--- src/sv/dual_sorted_task_queue_macros.svh ---
// Assertion helpers shared by the queue RTL.
`ifndef DUAL_SORTED_TASK_QUEUE_MACROS_SVH
`define DUAL_SORTED_TASK_QUEUE_MACROS_SVH

// Same-cycle implication, checked outside reset.
`define DSTQ_ASSERT_NOW(lbl, ante, cons, msg) \
    lbl: assert property (@(posedge i_clk) disable iff (!i_rst_n) (ante) |-> (cons)) \
        else $error(msg);

// Next-cycle implication, checked outside reset.
`define DSTQ_ASSERT_NEXT(lbl, ante, cons, msg) \
    lbl: assert property (@(posedge i_clk) disable iff (!i_rst_n) (ante) |=> (cons)) \
        else $error(msg);

`endif

--- src/sv/dstq_pkg.sv ---
package dstq_pkg;

    // Sizing
    localparam int MAX_TASKS = 16;
    localparam int ID_COUNT  = 16;
    localparam int ID_W      = 4;
    localparam int PRIO_W    = 8;
    localparam int KEY_W     = 16;
    localparam int CNT_W     = 5;
    // A list never holds more distinct ids than exist
    localparam int ORD_DEPTH = (MAX_TASKS < ID_COUNT) ? MAX_TASKS : ID_COUNT;
    localparam int ORD_AW    = $clog2(ORD_DEPTH);

    // Command codes
    localparam logic [1:0] CMD_ADD_PRIO  = 2'd0;
    localparam logic [1:0] CMD_ADD_TIMER = 2'd1;
    localparam logic [1:0] CMD_REM_PRIO  = 2'd2;
    localparam logic [1:0] CMD_REM_TIMER = 2'd3;

    // Status codes
    localparam logic [1:0] ST_OK     = 2'd0;
    localparam logic [1:0] ST_FULL   = 2'd1;
    localparam logic [1:0] ST_ABSENT = 2'd2;
    localparam logic [1:0] ST_DUP    = 2'd3;

    // One list slot: sort key and task id
    typedef struct packed {
        logic [KEY_W-1:0] key;
        logic [ID_W-1:0]  id;
    } t_entry;

    localparam int ENTRY_W = $bits(t_entry);

    // Request into a list engine
    typedef struct packed {
        logic             start;
        logic             remove;
        logic             desc;
        logic [ID_W-1:0]  id;
        logic [KEY_W-1:0] key;
    } t_list_req;

    // Status out of a list engine
    typedef struct packed {
        logic             busy;
        logic             done;
        logic [CNT_W-1:0] count;
        t_entry           head;
    } t_list_stat;

endpackage

--- src/sv/dstq_if.sv ---
// Command channel
interface dstq_cmd_if import dstq_pkg::*; ();
    logic              valid;
    logic              ready;
    logic [1:0]        command;
    logic [ID_W-1:0]   task_id;
    logic [PRIO_W-1:0] priority_req;
    logic [KEY_W-1:0]  timeout;

    modport source (output valid, command, task_id, priority_req, timeout, input ready);
    modport sink   (input valid, command, task_id, priority_req, timeout, output ready);
endinterface

// Response channel
interface dstq_rsp_if import dstq_pkg::*; ();
    logic             valid;
    logic             ready;
    logic [1:0]       status;
    logic             top_valid;
    logic [ID_W-1:0]  top_task;
    logic             next_valid;
    logic [ID_W-1:0]  next_task;
    logic [KEY_W-1:0] next_timeout;
    logic [CNT_W-1:0] prio_occupancy;
    logic [CNT_W-1:0] timer_occupancy;

    modport source (output valid, status, top_valid, top_task, next_valid, next_task,
                    next_timeout, prio_occupancy, timer_occupancy, input ready);
    modport sink   (input valid, status, top_valid, top_task, next_valid, next_task,
                    next_timeout, prio_occupancy, timer_occupancy, output ready);
endinterface

--- src/sv/dual_sorted_task_queue.sv ---
// Channel  | Dir | Words carried
// ---------+-----+-------------------------------------------------------
// i_cmd    | in  | command, task_id, priority_req, timeout
// o_rsp    | out | status, list heads, next_timeout, both occupancies
//
// A list change responds after one pass over the list, one RAM read a cycle
// over its N entries, N at most 16. A rejected command skips the list engine
// and goes straight to the response state. A new command is taken once the
// response is registered; the response register lets it in while a word waits.
// Reset is synchronous, active low, empties both lists.
`include "dual_sorted_task_queue_macros.svh"

module dual_sorted_task_queue import dstq_pkg::*; (
    input  logic i_clk,
    input  logic i_rst_n,
    dstq_cmd_if.sink   i_cmd,
    dstq_rsp_if.source o_rsp
);

    localparam logic [1:0] S_IDLE = 2'd0;
    localparam logic [1:0] S_BUSY = 2'd1;
    localparam logic [1:0] S_DONE = 2'd2;

    logic [1:0]          r_state, n_state;
    logic [ID_COUNT-1:0] r_in_prio, n_in_prio;
    logic [ID_COUNT-1:0] r_in_timer, n_in_timer;
    logic [1:0]          r_status, n_status;
    logic                r_out_valid, n_out_valid;
    logic [1:0]          r_out_status;
    logic                r_top_valid;
    logic [ID_W-1:0]     r_top_task;
    logic                r_next_valid;
    logic [ID_W-1:0]     r_next_task;
    logic [KEY_W-1:0]    r_next_timeout;
    logic [CNT_W-1:0]    r_prio_occ;
    logic [CNT_W-1:0]    r_timer_occ;

    logic       accept;
    logic [1:0] chk;
    logic       load;
    t_list_req  p_req, t_req;
    t_list_stat p_stat, t_stat;

    dstq_list u_prio (
        .i_clk   (i_clk),
        .i_rst_n (i_rst_n),
        .i_req   (p_req),
        .o_stat  (p_stat)
    );

    dstq_list u_timer (
        .i_clk   (i_clk),
        .i_rst_n (i_rst_n),
        .i_req   (t_req),
        .o_stat  (t_stat)
    );

    assign i_cmd.ready = (r_state == S_IDLE);
    assign accept      = i_cmd.valid && i_cmd.ready;

    // Command checks against membership and fill
    always_comb begin
        chk = ST_OK;
        case (i_cmd.command)
            CMD_ADD_PRIO: begin
                if (r_in_prio[i_cmd.task_id]) begin
                    chk = ST_DUP;
                end else if (32'(p_stat.count) >= MAX_TASKS) begin
                    chk = ST_FULL;
                end
            end
            CMD_ADD_TIMER: begin
                if (r_in_timer[i_cmd.task_id]) begin
                    chk = ST_DUP;
                end else if (32'(t_stat.count) >= MAX_TASKS) begin
                    chk = ST_FULL;
                end
            end
            CMD_REM_PRIO: begin
                if (!r_in_prio[i_cmd.task_id]) begin
                    chk = ST_ABSENT;
                end
            end
            CMD_REM_TIMER: begin
                if (!r_in_timer[i_cmd.task_id]) begin
                    chk = ST_ABSENT;
                end
            end
            default: chk = ST_OK;
        endcase
    end

    // List engine requests
    always_comb begin
        p_req.start  = accept && (chk == ST_OK) &&
                       ((i_cmd.command == CMD_ADD_PRIO) || (i_cmd.command == CMD_REM_PRIO));
        p_req.remove = (i_cmd.command == CMD_REM_PRIO);
        p_req.desc   = 1'b1;
        p_req.id     = i_cmd.task_id;
        p_req.key    = KEY_W'(i_cmd.priority_req);
        t_req.start  = accept && (chk == ST_OK) &&
                       ((i_cmd.command == CMD_ADD_TIMER) || (i_cmd.command == CMD_REM_TIMER));
        t_req.remove = (i_cmd.command == CMD_REM_TIMER);
        t_req.desc   = 1'b0;
        t_req.id     = i_cmd.task_id;
        t_req.key    = i_cmd.timeout;
    end

    // Sequencer and membership bits
    always_comb begin
        n_state    = r_state;
        n_in_prio  = r_in_prio;
        n_in_timer = r_in_timer;
        n_status   = r_status;
        load       = 1'b0;
        case (r_state)
            S_IDLE: begin
                if (accept) begin
                    n_status = chk;
                    n_state  = (chk == ST_OK) ? S_BUSY : S_DONE;
                    if (p_req.start) begin
                        n_in_prio[i_cmd.task_id] = !p_req.remove;
                    end
                    if (t_req.start) begin
                        n_in_timer[i_cmd.task_id] = !t_req.remove;
                    end
                end
            end
            S_BUSY: begin
                if (p_stat.done || t_stat.done) begin
                    n_state = S_DONE;
                end
            end
            S_DONE: begin
                if (!r_out_valid || o_rsp.ready) begin
                    load    = 1'b1;
                    n_state = S_IDLE;
                end
            end
            default: n_state = S_IDLE;
        endcase
        n_out_valid = load || (r_out_valid && !o_rsp.ready);
    end

    always_ff @(posedge i_clk) begin
        if (!i_rst_n) begin
            r_state     <= S_IDLE;
            r_in_prio   <= '0;
            r_in_timer  <= '0;
            r_out_valid <= 1'b0;
        end else begin
            r_state     <= n_state;
            r_in_prio   <= n_in_prio;
            r_in_timer  <= n_in_timer;
            r_out_valid <= n_out_valid;
        end
    end

    // Response word; empty lists report zero heads
    always_ff @(posedge i_clk) begin
        r_status <= n_status;
        if (load) begin
            r_out_status   <= r_status;
            r_top_valid    <= (p_stat.count != '0);
            r_top_task     <= (p_stat.count != '0) ? p_stat.head.id : '0;
            r_next_valid   <= (t_stat.count != '0);
            r_next_task    <= (t_stat.count != '0) ? t_stat.head.id : '0;
            r_next_timeout <= (t_stat.count != '0) ? t_stat.head.key : '0;
            r_prio_occ     <= p_stat.count;
            r_timer_occ    <= t_stat.count;
        end
    end

    assign o_rsp.valid           = r_out_valid;
    assign o_rsp.status          = r_out_status;
    assign o_rsp.top_valid       = r_top_valid;
    assign o_rsp.top_task        = r_top_task;
    assign o_rsp.next_valid      = r_next_valid;
    assign o_rsp.next_task       = r_next_task;
    assign o_rsp.next_timeout    = r_next_timeout;
    assign o_rsp.prio_occupancy  = r_prio_occ;
    assign o_rsp.timer_occupancy = r_timer_occ;

    `DSTQ_ASSERT_NOW(a_idle_quiet, r_state == S_IDLE, !p_stat.busy && !t_stat.busy,
        "list engine busy while idle")
    `DSTQ_ASSERT_NOW(a_prio_members, r_state == S_IDLE,
        $countones(r_in_prio) == 32'(p_stat.count), "priority membership out of step")
    `DSTQ_ASSERT_NOW(a_timer_members, r_state == S_IDLE,
        $countones(r_in_timer) == 32'(t_stat.count), "timer membership out of step")

endmodule

--- src/sv/dstq_ram.sv ---
// Simple dual-port RAM, one write and one registered read per cycle
module dstq_ram #(
    parameter int WIDTH = 8,
    parameter int DEPTH = 16
) (
    input  logic                     i_clk,
    input  logic                     i_wr_en,
    input  logic [$clog2(DEPTH)-1:0] i_wr_addr,
    input  logic [WIDTH-1:0]         i_wr_data,
    input  logic                     i_rd_en,
    input  logic [$clog2(DEPTH)-1:0] i_rd_addr,
    output logic [WIDTH-1:0]         o_rd_data
);

    logic [WIDTH-1:0] r_mem [DEPTH];
    logic [WIDTH-1:0] r_rd_data;

    always_ff @(posedge i_clk) begin
        if (i_wr_en) begin
            r_mem[i_wr_addr] <= i_wr_data;
        end
        if (i_rd_en) begin
            r_rd_data <= r_mem[i_rd_addr];
        end
    end

    assign o_rd_data = r_rd_data;

endmodule

--- src/sv/dstq_list.sv ---
`include "dual_sorted_task_queue_macros.svh"

// One sorted list in RAM. Insert and remove run as a single pass:
// read slot i while slot i-1 (or i-2) is rewritten with the shifted word.
module dstq_list import dstq_pkg::*; (
    input  logic       i_clk,
    input  logic       i_rst_n,
    input  t_list_req  i_req,
    output t_list_stat o_stat
);

    logic             r_busy, n_busy;
    logic             r_done, n_done;
    logic [CNT_W-1:0] r_count, n_count;
    logic             r_remove, n_remove;
    logic             r_desc, n_desc;
    logic [ID_W-1:0]  r_id, n_id;
    logic [KEY_W-1:0] r_key, n_key;
    logic [CNT_W-1:0] r_rd_idx, n_rd_idx;
    logic             r_pend, n_pend;
    logic [CNT_W-1:0] r_pend_idx, n_pend_idx;
    logic             r_hit, n_hit;
    t_entry           r_carry, n_carry;
    t_entry           r_head, n_head;

    logic             issue;
    logic             finish;
    logic             later;
    t_entry           rd_word;
    t_entry           new_word;
    logic             wr_en;
    logic [CNT_W-1:0] wr_idx;
    t_entry           wr_word;

    dstq_ram #(.WIDTH(ENTRY_W), .DEPTH(ORD_DEPTH)) u_ram (
        .i_clk     (i_clk),
        .i_wr_en   (wr_en),
        .i_wr_addr (wr_idx[ORD_AW-1:0]),
        .i_wr_data (wr_word),
        .i_rd_en   (issue),
        .i_rd_addr (r_rd_idx[ORD_AW-1:0]),
        .o_rd_data (rd_word)
    );

    // Scan control
    assign issue    = r_busy && (r_rd_idx < r_count);
    assign finish   = r_busy && !issue && !r_pend;
    assign new_word = '{key: r_key, id: r_id};
    assign later    = r_desc ? (rd_word.key < r_key) : (rd_word.key > r_key);

    // Next state and RAM writes
    always_comb begin
        n_busy     = r_busy;
        n_done     = 1'b0;
        n_count    = r_count;
        n_remove   = r_remove;
        n_desc     = r_desc;
        n_id       = r_id;
        n_key      = r_key;
        n_rd_idx   = issue ? r_rd_idx + CNT_W'(1) : r_rd_idx;
        n_pend     = issue;
        n_pend_idx = r_rd_idx;
        n_hit      = r_hit;
        n_carry    = r_carry;
        wr_en      = 1'b0;
        wr_idx     = r_pend_idx;
        wr_word    = rd_word;

        if (r_pend) begin
            if (r_remove) begin
                // close the gap left by the removed id
                if (r_hit) begin
                    wr_en   = 1'b1;
                    wr_idx  = r_pend_idx - CNT_W'(1);
                    wr_word = rd_word;
                end else if (rd_word.id == r_id) begin
                    n_hit = 1'b1;
                end
            end else begin
                // after the insert point every word moves up one slot
                if (r_hit) begin
                    wr_en   = 1'b1;
                    wr_word = r_carry;
                    n_carry = rd_word;
                end else if (later) begin
                    wr_en   = 1'b1;
                    wr_word = new_word;
                    n_carry = rd_word;
                    n_hit   = 1'b1;
                end
            end
        end

        if (finish) begin
            if (r_remove) begin
                n_count = r_count - CNT_W'(1);
            end else begin
                wr_en   = 1'b1;
                wr_idx  = r_count;
                wr_word = r_hit ? r_carry : new_word;
                n_count = r_count + CNT_W'(1);
            end
            n_busy = 1'b0;
            n_done = 1'b1;
        end

        if (i_req.start) begin
            n_busy   = 1'b1;
            n_remove = i_req.remove;
            n_desc   = i_req.desc;
            n_id     = i_req.id;
            n_key    = i_req.key;
            n_rd_idx = '0;
            n_pend   = 1'b0;
            n_hit    = 1'b0;
        end

        // keep a copy of slot zero
        n_head = (wr_en && (wr_idx == '0)) ? wr_word : r_head;
    end

    // Control registers
    always_ff @(posedge i_clk) begin
        if (!i_rst_n) begin
            r_busy  <= 1'b0;
            r_done  <= 1'b0;
            r_count <= '0;
            r_pend  <= 1'b0;
            r_hit   <= 1'b0;
        end else begin
            r_busy  <= n_busy;
            r_done  <= n_done;
            r_count <= n_count;
            r_pend  <= n_pend;
            r_hit   <= n_hit;
        end
    end

    // Operands and datapath
    always_ff @(posedge i_clk) begin
        r_remove   <= n_remove;
        r_desc     <= n_desc;
        r_id       <= n_id;
        r_key      <= n_key;
        r_rd_idx   <= n_rd_idx;
        r_pend_idx <= n_pend_idx;
        r_carry    <= n_carry;
        r_head     <= n_head;
    end

    assign o_stat = '{busy: r_busy, done: r_done, count: r_count, head: r_head};

    `DSTQ_ASSERT_NOW(a_count_range, 1'b1, 32'(r_count) <= ORD_DEPTH, "list count over depth")
    `DSTQ_ASSERT_NOW(a_start_idle, i_req.start, !r_busy, "list started while busy")
    `DSTQ_ASSERT_NOW(a_remove_found, finish && r_remove, r_hit, "removed id not in list")
    `DSTQ_ASSERT_NEXT(a_done_ends, finish, r_done && !r_busy, "pass end not flagged")

endmodule
--- src/flat_wrapper.sv ---
// flat-port wrapper written by rule: the top's interface ports become plain ports
module dual_sorted_task_queue_flat import dstq_pkg::*;
  (i_clk, i_rst_n, i_cmd_valid, i_cmd_command, i_cmd_task_id, i_cmd_priority_req, i_cmd_timeout, i_cmd_ready, o_rsp_valid, o_rsp_status, o_rsp_top_valid, o_rsp_top_task, o_rsp_next_valid, o_rsp_next_task, o_rsp_next_timeout, o_rsp_prio_occupancy, o_rsp_timer_occupancy, o_rsp_ready);
  dstq_cmd_if i_cmd_i ();
  dstq_rsp_if o_rsp_i ();
  input  logic i_clk;
  input  logic i_rst_n;
  input wire logic [$bits(i_cmd_i.valid)-1:0] i_cmd_valid;
  input wire logic [$bits(i_cmd_i.command)-1:0] i_cmd_command;
  input wire logic [$bits(i_cmd_i.task_id)-1:0] i_cmd_task_id;
  input wire logic [$bits(i_cmd_i.priority_req)-1:0] i_cmd_priority_req;
  input wire logic [$bits(i_cmd_i.timeout)-1:0] i_cmd_timeout;
  output wire logic [$bits(i_cmd_i.ready)-1:0] i_cmd_ready;
  output wire logic [$bits(o_rsp_i.valid)-1:0] o_rsp_valid;
  output wire logic [$bits(o_rsp_i.status)-1:0] o_rsp_status;
  output wire logic [$bits(o_rsp_i.top_valid)-1:0] o_rsp_top_valid;
  output wire logic [$bits(o_rsp_i.top_task)-1:0] o_rsp_top_task;
  output wire logic [$bits(o_rsp_i.next_valid)-1:0] o_rsp_next_valid;
  output wire logic [$bits(o_rsp_i.next_task)-1:0] o_rsp_next_task;
  output wire logic [$bits(o_rsp_i.next_timeout)-1:0] o_rsp_next_timeout;
  output wire logic [$bits(o_rsp_i.prio_occupancy)-1:0] o_rsp_prio_occupancy;
  output wire logic [$bits(o_rsp_i.timer_occupancy)-1:0] o_rsp_timer_occupancy;
  input wire logic [$bits(o_rsp_i.ready)-1:0] o_rsp_ready;
  assign i_cmd_i.valid = i_cmd_valid;
  assign i_cmd_i.command = i_cmd_command;
  assign i_cmd_i.task_id = i_cmd_task_id;
  assign i_cmd_i.priority_req = i_cmd_priority_req;
  assign i_cmd_i.timeout = i_cmd_timeout;
  assign i_cmd_ready = i_cmd_i.ready;
  assign o_rsp_valid = o_rsp_i.valid;
  assign o_rsp_status = o_rsp_i.status;
  assign o_rsp_top_valid = o_rsp_i.top_valid;
  assign o_rsp_top_task = o_rsp_i.top_task;
  assign o_rsp_next_valid = o_rsp_i.next_valid;
  assign o_rsp_next_task = o_rsp_i.next_task;
  assign o_rsp_next_timeout = o_rsp_i.next_timeout;
  assign o_rsp_prio_occupancy = o_rsp_i.prio_occupancy;
  assign o_rsp_timer_occupancy = o_rsp_i.timer_occupancy;
  assign o_rsp_i.ready = o_rsp_ready;
  dual_sorted_task_queue u_core (.i_clk(i_clk), .i_rst_n(i_rst_n), .i_cmd(i_cmd_i), .o_rsp(o_rsp_i));
endmodule
--- config.mk ---
export PLATFORM = sky130hd
export DESIGN_NAME = dual_sorted_task_queue_flat
export DESIGN_NICKNAME = d
export VERILOG_FILES = /design/src/sv/dstq_pkg.sv /design/src/sv/dstq_if.sv /design/src/sv/dual_sorted_task_queue.sv /design/src/sv/dstq_ram.sv /design/src/sv/dstq_list.sv /design/src/flat_wrapper.sv
export VERILOG_INCLUDE_DIRS = /design/src /design/src/sv
export SDC_FILE = /design/constraint.sdc
export NUM_CORES = 1
export LEC_CHECK = 0
export BUFFER_PORTS_ARGS = -buffer_cell sky130_fd_sc_hd__clkbuf_2
export CORE_ASPECT_RATIO = 1.2
export CORE_MARGIN = 1
export CORE_UTILIZATION = 25
export CTS_BUF_LIST = sky130_fd_sc_hd__clkbuf_4
export DETAILED_ROUTE_END_ITERATION = 8
export PLACE_DENSITY_LB_ADDON = 0.05
export SLEW_MARGIN = 20
export SYNTH_ARGS = -nofsm -noshare
export SYNTH_HDL_FRONTEND = slang
export SYNTH_SLANG_ARGS = --single-unit
export TNS_END_PERCENT = 100
--- constraint.sdc ---
create_clock -name i_clk -period 5.24 [get_ports i_clk]
set_input_delay 0.262 -clock i_clk [delete_from_list [all_inputs] [get_ports i_clk]]
set_output_delay 0.262 -clock i_clk [all_outputs]
set_load 0.03 [all_outputs]
-- After elaboration in Yosys (flattened, before gate mapping)
Memory sizes are Yosys's and may differ from the RTL's. A register that Yosys moved wholly into a read port is not among the register bits.
Cells that the tools add are included.
- register bits after elaboration: 211
- memory bits (writable): 640
- bits of input ports: 34
- output and inout bits: 40
- logic and storage cells: 199
- memories: 2
- memories (name ; depth ; width ; read ports ; clocked after memory_dff ; wr ports ; RTL line ; text):
    u_core.u_prio.u_ram.r_mem ; 16 ; 20 ; 1 ; 1 ; 1 ; dstq_ram.sv:15 ; logic [WIDTH-1:0] r_mem [DEPTH];
    u_core.u_timer.u_ram.r_mem ; 16 ; 20 ; 1 ; 1 ; 1 ; dstq_ram.sv:15 ;
- $add $sub $neg: 8
- magnitude comparators: 8
- equal/unequal tests: 10
- multiplexer cells: 82
- bitwise logic cells: 3
- reduce and logical (&&, ||, !) cells: 46
- operator list (operator ; number):
    $mux W20 ; 18
    $mux W5 ; 12
    $mux W1 ; 37
    $bwmux W16 ; 2
    $add A5 B1 Y5 const B ; 4
    $sub A5 B1 Y5 const B ; 4
    $gt A16 B16 Y1 ; 1
    $lt A16 B8 Y1 ; 1
    $mux W2 ; 8
    $reduce_and A3 Y1 ; 5
    $logic_and A1 B1 Y1 ; 14
    $ge A5 B5 Y1 const B ; 2
    $logic_not A5 Y1 ; 2
    $lt A5 B5 Y1 ; 2
    $reduce_bool A5 Y1 ; 2
    $bmux W1 S4 ; 2
    $eq A4 B4 Y1 ; 2
    $logic_not A1 Y1 ; 8
    $pmux W2 S4 ; 1
    $reduce_bool A2 Y1 ; 4
    $eq A2 B2 Y1 const B ; 3
    $logic_not A2 Y1 ; 3
    $pmux W2 S3 ; 1
    $logic_or A1 B1 Y1 ; 5
    other kinds (9) ; 14

-- Logic depth before layout (Yosys ltp)
Gate-level depths: netlist of the first run.
- depth in word-level cells: 9
- depth in mapped cells: 11

-- By module
From an unflattened synthesis of the first run, not the netlist that was laid out.
- cells, all modules: 2165
- area, all modules: 37751.2 µm²
- modules (own cells, without submodules) (module ; instances ; cells each ; area each (µm²) ; sequential area each (µm²)):
    dstq_ram ; 2 ; 533 ; 12731.0 ; 10209.8
    dstq_list ; 2 ; 382 ; 4354.2 ; 2242.2
    dual_sorted_task_queue ; 1 ; 335 ; 3580.9 ; 1901.8

-- Worst setup path before layout of the first run
No wires, ideal clock.
- path type: register to register
- start: register u_core.u_timer.r_count[2]
- end: register u_core.u_timer.r_head (netlist bit u_core.u_timer.o_stat[0]) (enable)
- library setup time: 0.507 ns
- arrival time: 5.070 ns
- required time: 4.733 ns
- slack: -0.337 ns
- cell stages (with the launch flop): 10
- buffers on the path: 1
- period minus slack after synthesis: 5.577 ns
- path through: dfxtp_1 inv_1 ha_1 a21oi_1 o21ai_0 a31o_2 nand2_1 clkbuf_1 a31oi_1 a2111oi_0
- longest elaborated chain between the ends: 8
- elaborated cells between the ends (all ways): 10
- ends and longest elaborated chain (element ; RTL line ; text):
    from (decl) ; dstq_list.sv:14 ; logic [CNT_W-1:0] r_count, n_count;
    from (signal assigned) ; dstq_list.sv:133 ; r_count <= n_count;
    $lt A5 B5 Y1 ; dstq_list.sv:46 ; assign issue = r_busy && (r_rd_idx < r_count);
    $logic_and A1 B1 Y1 ; dstq_list.sv:46 ;
    $logic_not A1 Y1 ; dstq_list.sv:47 ; assign finish = r_busy && !issue && !r_pend;
    $logic_and A1 B1 Y1 (2 in series) ; dstq_list.sv:47 ;
    $mux W5 ; dstq_list.sv:94 ; if (finish) begin
    $logic_not A5 Y1 ; dstq_list.sv:119 ; n_head = (wr_en && (wr_idx == '0)) ? wr_word : r_head;
    $logic_and A1 B1 Y1 (*) ; dstq_list.sv:119 ;
    to (signal assigned) ; dstq_list.sv:148 ; r_head <= n_head;
    to (decl) ; dstq_list.sv:24 ; t_entry r_head, n_head;
Every way passes the cells marked *; elsewhere a longest branch is shown, timed or not.
A chain may end at the register's enable or synchronous reset.

-- Worst setup path after layout of the first run
- start: register u_core.u_prio.r_count[1]
- end: register u_core.u_prio.r_head (netlist bit u_core.u_prio.o_stat[0]) (data pin)
- longest elaborated chain between the ends: 6
- ends and longest elaborated chain (element ; RTL line ; text):
    from (decl) ; dstq_list.sv:14 ;
    from (signal assigned) ; dstq_list.sv:133 ;
    $lt A5 B5 Y1 ; dstq_list.sv:46 ;
    $logic_and A1 B1 Y1 ; dstq_list.sv:46 ;
    $logic_not A1 Y1 ; dstq_list.sv:47 ;
    $logic_and A1 B1 Y1 (2 in series) ; dstq_list.sv:47 ;
    $mux W20 ; dstq_list.sv:94 ;
    net u_core.u_prio.u_ram.i_wr_data[0] ; dstq_ram.sv:9 ; input logic [WIDTH-1:0] i_wr_data,
    to (signal assigned) ; dstq_list.sv:148 ;
    to (decl) ; dstq_list.sv:24 ;
The timed path passes the listed nets, and every way through them passes these cells.

==> impl_metrics.tcl, run 1 <==
set metrics [dict create \
    outcome "complete, no violations" \
    slowest_stage "nor2_4" \
    r2r_cells 8 \
    critPathMaxStageDelay_ps 790 \
    coreArea_mm2 0.139 \
    port_buffers 73 \
    maxSlewViolCount 0 \
    peakVddDrop_mv 0.319 \
    cp_cell_sequence "inv_1, ha_1, a21o_1, a21o_1, a21oi_1, nor2_1, nor2_4, a221o_1" \
    final_core_util 0.303 \
    synth_area_leaders "edfxtp_1, mux4_2, dfxtp_1" \
    skew_ps 84.8 \
    cp-end-kind "flop" \
    fin_crit_ps 4140 \
    synthArstFlopShare 0 \
    io_pins 74 \
    setup_viol 0 \
    path_class "flop to flop" \
    yosysTopAreaCellShare 0.699 \
    final_cells 4194 \
    whs_endpoint "u_core.u_prio.r_id[2]$_DFFE_PP_" \
    totalWireLength_um 105000 \
    reg2reg_slack_ps 1100 \
    place_congestion 0.728 \
    use_met2 0.264 \
    synth.most_common_cell "edfxtp_1" \
    numCtsBuffers 276 \
    drc 0 \
    cts_buffer_depth 4 \
    yosys_warnings 0 \
    cts_tree "done" \
    initial_utilization 0.252 \
    synth_area_mm2 0.0351 \
    clkLatencyLatePin_ps 1220 \
    wl_per_cell_um 25.0 \
    power_density_mw_per_mm2 421 \
    cts.sinks 891 \
    r2r-start "u_core.u_prio.r_count[1]$_SDFFE_PN0N_" \
    grt_use_total 0.151 \
    vias 18900 \
    tightestPinTransition_ps 1070 \
    ys_ff_latch 891 \
    first_pass_iters 5 \
    crit_family "compound AO/OA/AOI/OAI gates" \
    synthToLayoutAreaGrowth_pct 20.1 \
    drtIter0Drc 1088 \
    grt_max_degree 84 \
    ctsResizeCount 0 \
    cts_setup_buffers 0 \
    grt_pass1_wl_um 150000 \
    syn-num-nets 1864 \
    root_buffer "clkbuf_4" \
    rr_endpoint "u_core.u_prio.o_stat[0]$_DFFE_PP_" \
    hold_viol 0 \
    path_buf_inv 1 \
    row_count 150 \
    synth_edf_count 818 \
    cap_violations 0 \
    die_h_um 413 \
    worstHoldPathCells 2 \
    nets 2271 \
    grtUsageMet3 0.0373 \
    fin_crit_sh 0.791 \
    dp_hpwl_um 61300 \
    p_leak_nw 13.7 \
    worstSetupStartpointType "flop" \
    hp-class "primary input to flop" \
    path_clk_slew_ps 60 \
    crit_arrival_ps 4990 \
    hold_start "i_cmd_task_id[2]" \
    syn_inst 1787 \
    syn_avg_cell_area_um2 19.7 \
    synth_common_cells "edfxtp_1, mux4_2, nor2_1, dfxtp_1, clkbuf_1" \
    die_w_um 344 \
    rsz0062_at_grt "no" \
    htree_levels 5 \
    synth_flop_cell "edfxtp_1" \
    cp_data_required_time_ps 6080 \
    synth_cell_types 68 \
    ctsHoldBuffers 67 \
    max_freq_mhz 241 \
    yosysTopAreaCell "edfxtp_1" \
    antenna_found_initial 5 \
    grt-busiest-layer "met2" \
    synth_seq_area_share 0.741 \
    vias_per_cell 4.51 \
    slew_headroom 0.285 \
    grt_pass1_vias 21000 \
    path_common_cell "a21o_1" \
    layout-drive-gt1-share 0.349 \
    dieArea_mm2 0.142 \
    tns_ps 0 \
    antenna_left 0 \
    grtUsageMet1 0.178 \
    dp_cells 3672 \
    crit_fanout 20 \
    gr-total-overflow 0 \
]
[logic make-up (layout without fill, tap and decap cells)]
logic type / after synthesis / after routing / synth area share
flops: 891 / 891 / 0.741
simple gates: 259 / 259 / 0.0382
mux: 217 / 217 / 0.136
compound gates: 206 / 206 / 0.0444
buf+inv: 135 / 709 / 0.0160
fa+ha+maj: 43 / 43 / 0.0157
xor+xnor: 36 / 36 / 0.00897
other cells: 0 / 9 / 0
[metrics by stage]
stage	setup WS (ps)	total power [mW]	hold WS, ps	area (um^2)
3_3_place_gp	1140	11.5	389	38300
6_report	1100	17.8	170	42200
2_1_floorplan	626	10.4	354	35100
5_1_grt	822	18.8	84.8	42200
3_5_place_dp	1070	11.5	388	38300
4_1_cts	993	18.2	10.8	42200
[per-layer routing]
metal,routed length [um],vias to the layer above
li1,-,8289
met1,43300,9959
met2,55000,507
met3,4530,167
met4,2170,0
met5,0,-
[area by class of cell]
type	instances	area, um^2
antenna	9	22.5
clock buffer	387	2910
clock inverter	58	308
fill	13800	97200
inverter	50	188
multi-input combinational	761	8840
sequential	891	26000
tap	1824	2280
timing repair buffer	214	1620
[worst reg2reg max path, cell delays in order, from the launching register on]
cell	delay, ps
dfxtp_1	470
inv_1	140
ha_1	290
a21o_1	150
a21o_1	230
a21oi_1	660
nor2_1	340
nor2_4	790
a221o_1	730
[state kept, by name, indices dropped and copies added, names as in the netlist, 8 cells and up]
| register | flops |
|---|---|
| u_core.u_prio.u_ram.r_mem | 320 |
| u_core.u_timer.u_ram.r_mem | 320 |
| u_core.u_prio.r_carry | 20 |
| u_core.u_prio.u_ram.o_rd_data | 20 |
| u_core.u_timer.o_stat | 20 |
| u_core.u_timer.r_carry | 20 |
| u_core.u_timer.u_ram.o_rd_data | 20 |
| u_core.o_rsp.next_timeout | 16 |
| u_core.r_in_prio | 16 |
| u_core.r_in_timer | 16 |
| u_core.u_timer.r_key | 16 |
| u_core.u_prio.r_key | 8 |
[worst max path at each step]
| stage | slack (ps) | start | depth (start not counted) | to |
|---|---|---|---|---|
| after floorplan | 630 | u_core.u_timer.r_count[2]$_SDFFE_PN0N_ | 9 | u_core.u_timer.o_stat[0]$_DFFE_PP_ |
| after global placement | 1140 | u_core.u_prio.r_count[1]$_SDFFE_PN0N_ | 8 | u_core.u_prio.u_ram.r_mem[4][3]$_DFFE_PP_ |
| after detailed placement | 1070 | u_core.u_prio.r_count[1]$_SDFFE_PN0N_ | 8 | u_core.u_prio.u_ram.r_mem[5][3]$_DFFE_PP_ |
| after CTS | 990 | u_core.u_prio.r_count[1]$_SDFFE_PN0N_ | 8 | u_core.u_prio.u_ram.r_mem[14][3]$_DFFE_PP_ |
| after global routing | 820 | u_core.u_prio.r_count[1]$_SDFFE_PN0N_ | 8 | u_core.u_prio.u_ram.r_mem[14][3]$_DFFE_PP_ |
| final | 1100 | u_core.u_prio.r_count[1]$_SDFFE_PN0N_ | 8 | u_core.u_prio.o_stat[0]$_DFFE_PP_ |
[report_power, final]
| group | switching (mW) | internal, mW | leakage (nW) | total, mW |
|---|---|---|---|---|
| registers | 0.129 | 8.07 | 7.97 | 8.20 |
| clock network | 3.02 | 3.52 | 1.94 | 6.53 |
| logic | 1.63 | 1.40 | 3.81 | 3.04 |
[layout by cell type (no fill, tap or decap), types with 19 or more instances in the layout]
cell,Yosys,routed
mux4_2,202,202
nor2b_1,51,50
ha_1,41,41
nor2_4,0,20
a22oi_1,29,29
a21o_1,19,19
edfxtp_1,818,818
dlygate4sd3_1,0,67
nor3_1,37,22
clkbuf_4,0,387
nand2_1,30,30
a221o_1,32,32
clkbuf_2,0,73
inv_1,49,49
buf_4,1,72
dfxtp_1,73,65
clkinv_1,1,43
a21oi_1,51,51
nor2_1,75,55
xnor2_1,20,20
Power figures use the tool's default switching activity.
==> run 2, diff against run 1 <==
- clock period: 5.24 -> 4.2 ns (I/O delays scaled with it)
==> run 2 against run 1 <==
- combinational power rose by 27%
- largest cell class unchanged
- first-iteration DRC count fell by 13%
- global-route usage rose by 0.13 points
- critical path type unchanged
- cell count rose by 0.50%
- design area rose by 1.1%
- highest routed layer unchanged
==> impl_metrics.tcl, run 2 (synthesized netlist as in run 1, its figures left out) <==
set metrics [dict create \
    outcome "complete, no violations" \
    use_met2 0.267 \
    path_class "flop to flop" \
    drc 0 \
    final_common_cell "edfxtp_1" \
    power_frac_seq 0.455 \
    grt_max_degree 85 \
    worstSetupStartpointType "flop" \
    tns_ps 0 \
    vias 19000 \
    p_clk_frac 0.372 \
    io_pins 74 \
    cp-end-kind "flop" \
    crit_fanout 14 \
    port_buffers 73 \
    cts.sinks 891 \
    first_pass_iters 5 \
    drtIter0Drc 948 \
    grt_pass1_wl_um 151000 \
    skew_ps 126 \
    rsz0062_at_grt "no" \
    die_w_um 344 \
    power_switching_mw 5.99 \
    final_cell_mix "edfxtp_1, clkbuf_4, mux4_2, clkbuf_2, dlygate4sd3_1" \
    max_freq_mhz 258 \
    numCtsBuffers 276 \
    dieArea_mm2 0.142 \
    p_int_mw 16.4 \
    combPwrFrac 0.173 \
    wl_per_cell_um 25.2 \
    synthToLayoutAreaGrowth_pct 21.4 \
    layout-drive-gt1-share 0.353 \
    crit_arrival_ps 4710 \
    p_leak_nw 13.9 \
    ctsResizeCount 0 \
    switching_share 0.268 \
    place_congestion 0.720 \
    dp_hpwl_um 60000 \
    coreArea_mm2 0.139 \
    maxSlewViolCount 0 \
    totalWireLength_um 106000 \
    setup_viol 0 \
    dp_cells 3688 \
    fin_crit_sh 0.922 \
    antenna_left 0 \
    root_buffer "clkbuf_4" \
    antenna_found_initial 7 \
    fin_area_mm2 0.0427 \
    power_density_mw_per_mm2 524 \
    clkLatencyLatePin_ps 1240 \
    dpl_cell_area_mm2 0.0387 \
    grtUsageMet1 0.180 \
    row_count 150 \
    fin_crit_ps 3870 \
    vias_per_cell 4.50 \
    die_h_um 413 \
    path_clk_slew_ps 70 \
    grt_pass1_vias 21000 \
    grt-busiest-layer "met2" \
    htree_levels 5 \
    final_cells 4215 \
    cap_violations 0 \
    initial_utilization 0.252 \
    gr-total-overflow 0 \
    grt_use_total 0.152 \
    cp_data_required_time_ps 5040 \
    grtUsageMet3 0.0328 \
    slew_headroom 0.281 \
    tightestPinTransition_ps 1070 \
    cts_tree "done" \
    reg.largest.list "u_core.u_prio.u_ram.r_mem: 320 flops, u_core.u_timer.u_ram.r_mem: 320 flops" \
    hold_slack_ps 171 \
    cts_buffer_depth 4 \
    hold_viol 0 \
    hp-class "primary input to flop" \
    peakVddDrop_mv 0.388 \
    nets 2288 \
]
## run 2: final timing paths
kind,start,endpoint,slack (ps),depth (start not counted)
max,u_core.u_timer.u_ram.o_rd_data[15]$_DFFE_PP_,u_core.u_timer.u_ram.r_mem[15][7]$_DFFE_PP_,330,10
min,i_cmd_task_id[1],u_core.u_timer.r_id[1]$_DFFE_PP_,170,2
max reg2reg,u_core.u_timer.u_ram.o_rd_data[15]$_DFFE_PP_,u_core.u_timer.u_ram.r_mem[15][7]$_DFFE_PP_,330,10
min reg2reg,u_core.u_timer.n_pend_idx[4]$_SDFFE_PP0P_,u_core.u_timer.r_pend_idx[4]$_DFF_P_,380,0
## run 2: layout make-up
class | count | area [um^2]
Antenna cell | 6 | 15.0
Sequential cell | 891 | 26000
Fill cell | 13800 | 96800
Tap cell | 1824 | 2280
Inverter | 50 | 188
Clock inverter | 55 | 314
Clock buffer | 397 | 2980
Timing Repair Buffer | 231 | 2010
Multi-Input combinational cell | 761 | 8840
## run 2: timing repair
item / CTS / global route
hold endpoints to repair: 161 / 0
hold buffers: 69 / 0
setup buffers: 0 / 0
setup endpoints to repair: 0 / 0
## run 2: through the flow
| step | util | setup slack, ps | total power, mW |
|---|---|---|---|
| 2_1_floorplan | - | 417 | 13.0 |
| 3_3_place_gp | 0.277 | 362 | 14.4 |
| 3_5_place_dp | 0.277 | 351 | 14.3 |
| 4_1_cts | 0.306 | 281 | 23.0 |
| 5_1_grt | 0.306 | 104 | 23.6 |
| 6_report | 0.306 | 329 | 22.4 |
## run 2: layer usage
| metal | vias to the layer above | share of wire |
|---|---|---|
| met5 | - | 0 |
| met4 | 0 | 0.024 |
| met3 | 205 | 0.038 |
| met2 | 449 | 0.52 |
| met1 | 9990 | 0.41 |
| li1 | 8330 | - |
## run 2: power groups by stage
stage	Sequential [mW]	Clock [mW]	Combinational (mW)
4_1_cts	10.2	8.75	4.03
3_5_place_dp	10.4	0	3.97
3_3_place_gp	10.4	0	4.00
2_1_floorplan	10.4	0	2.65
6_report	10.2	8.33	3.86
5_1_grt	10.2	9.17	4.22
## run 2: critical path, stage by stage, from the launching register on
cell	delay, ps
edfxtp_1	430
ha_1	340
and4_1	320
nand4_1	160
a31o_2	240
a21oi_1	400
buf_4	220
a221o_1	190
o21ai_0	370
nor2_4	550
buf_12	270
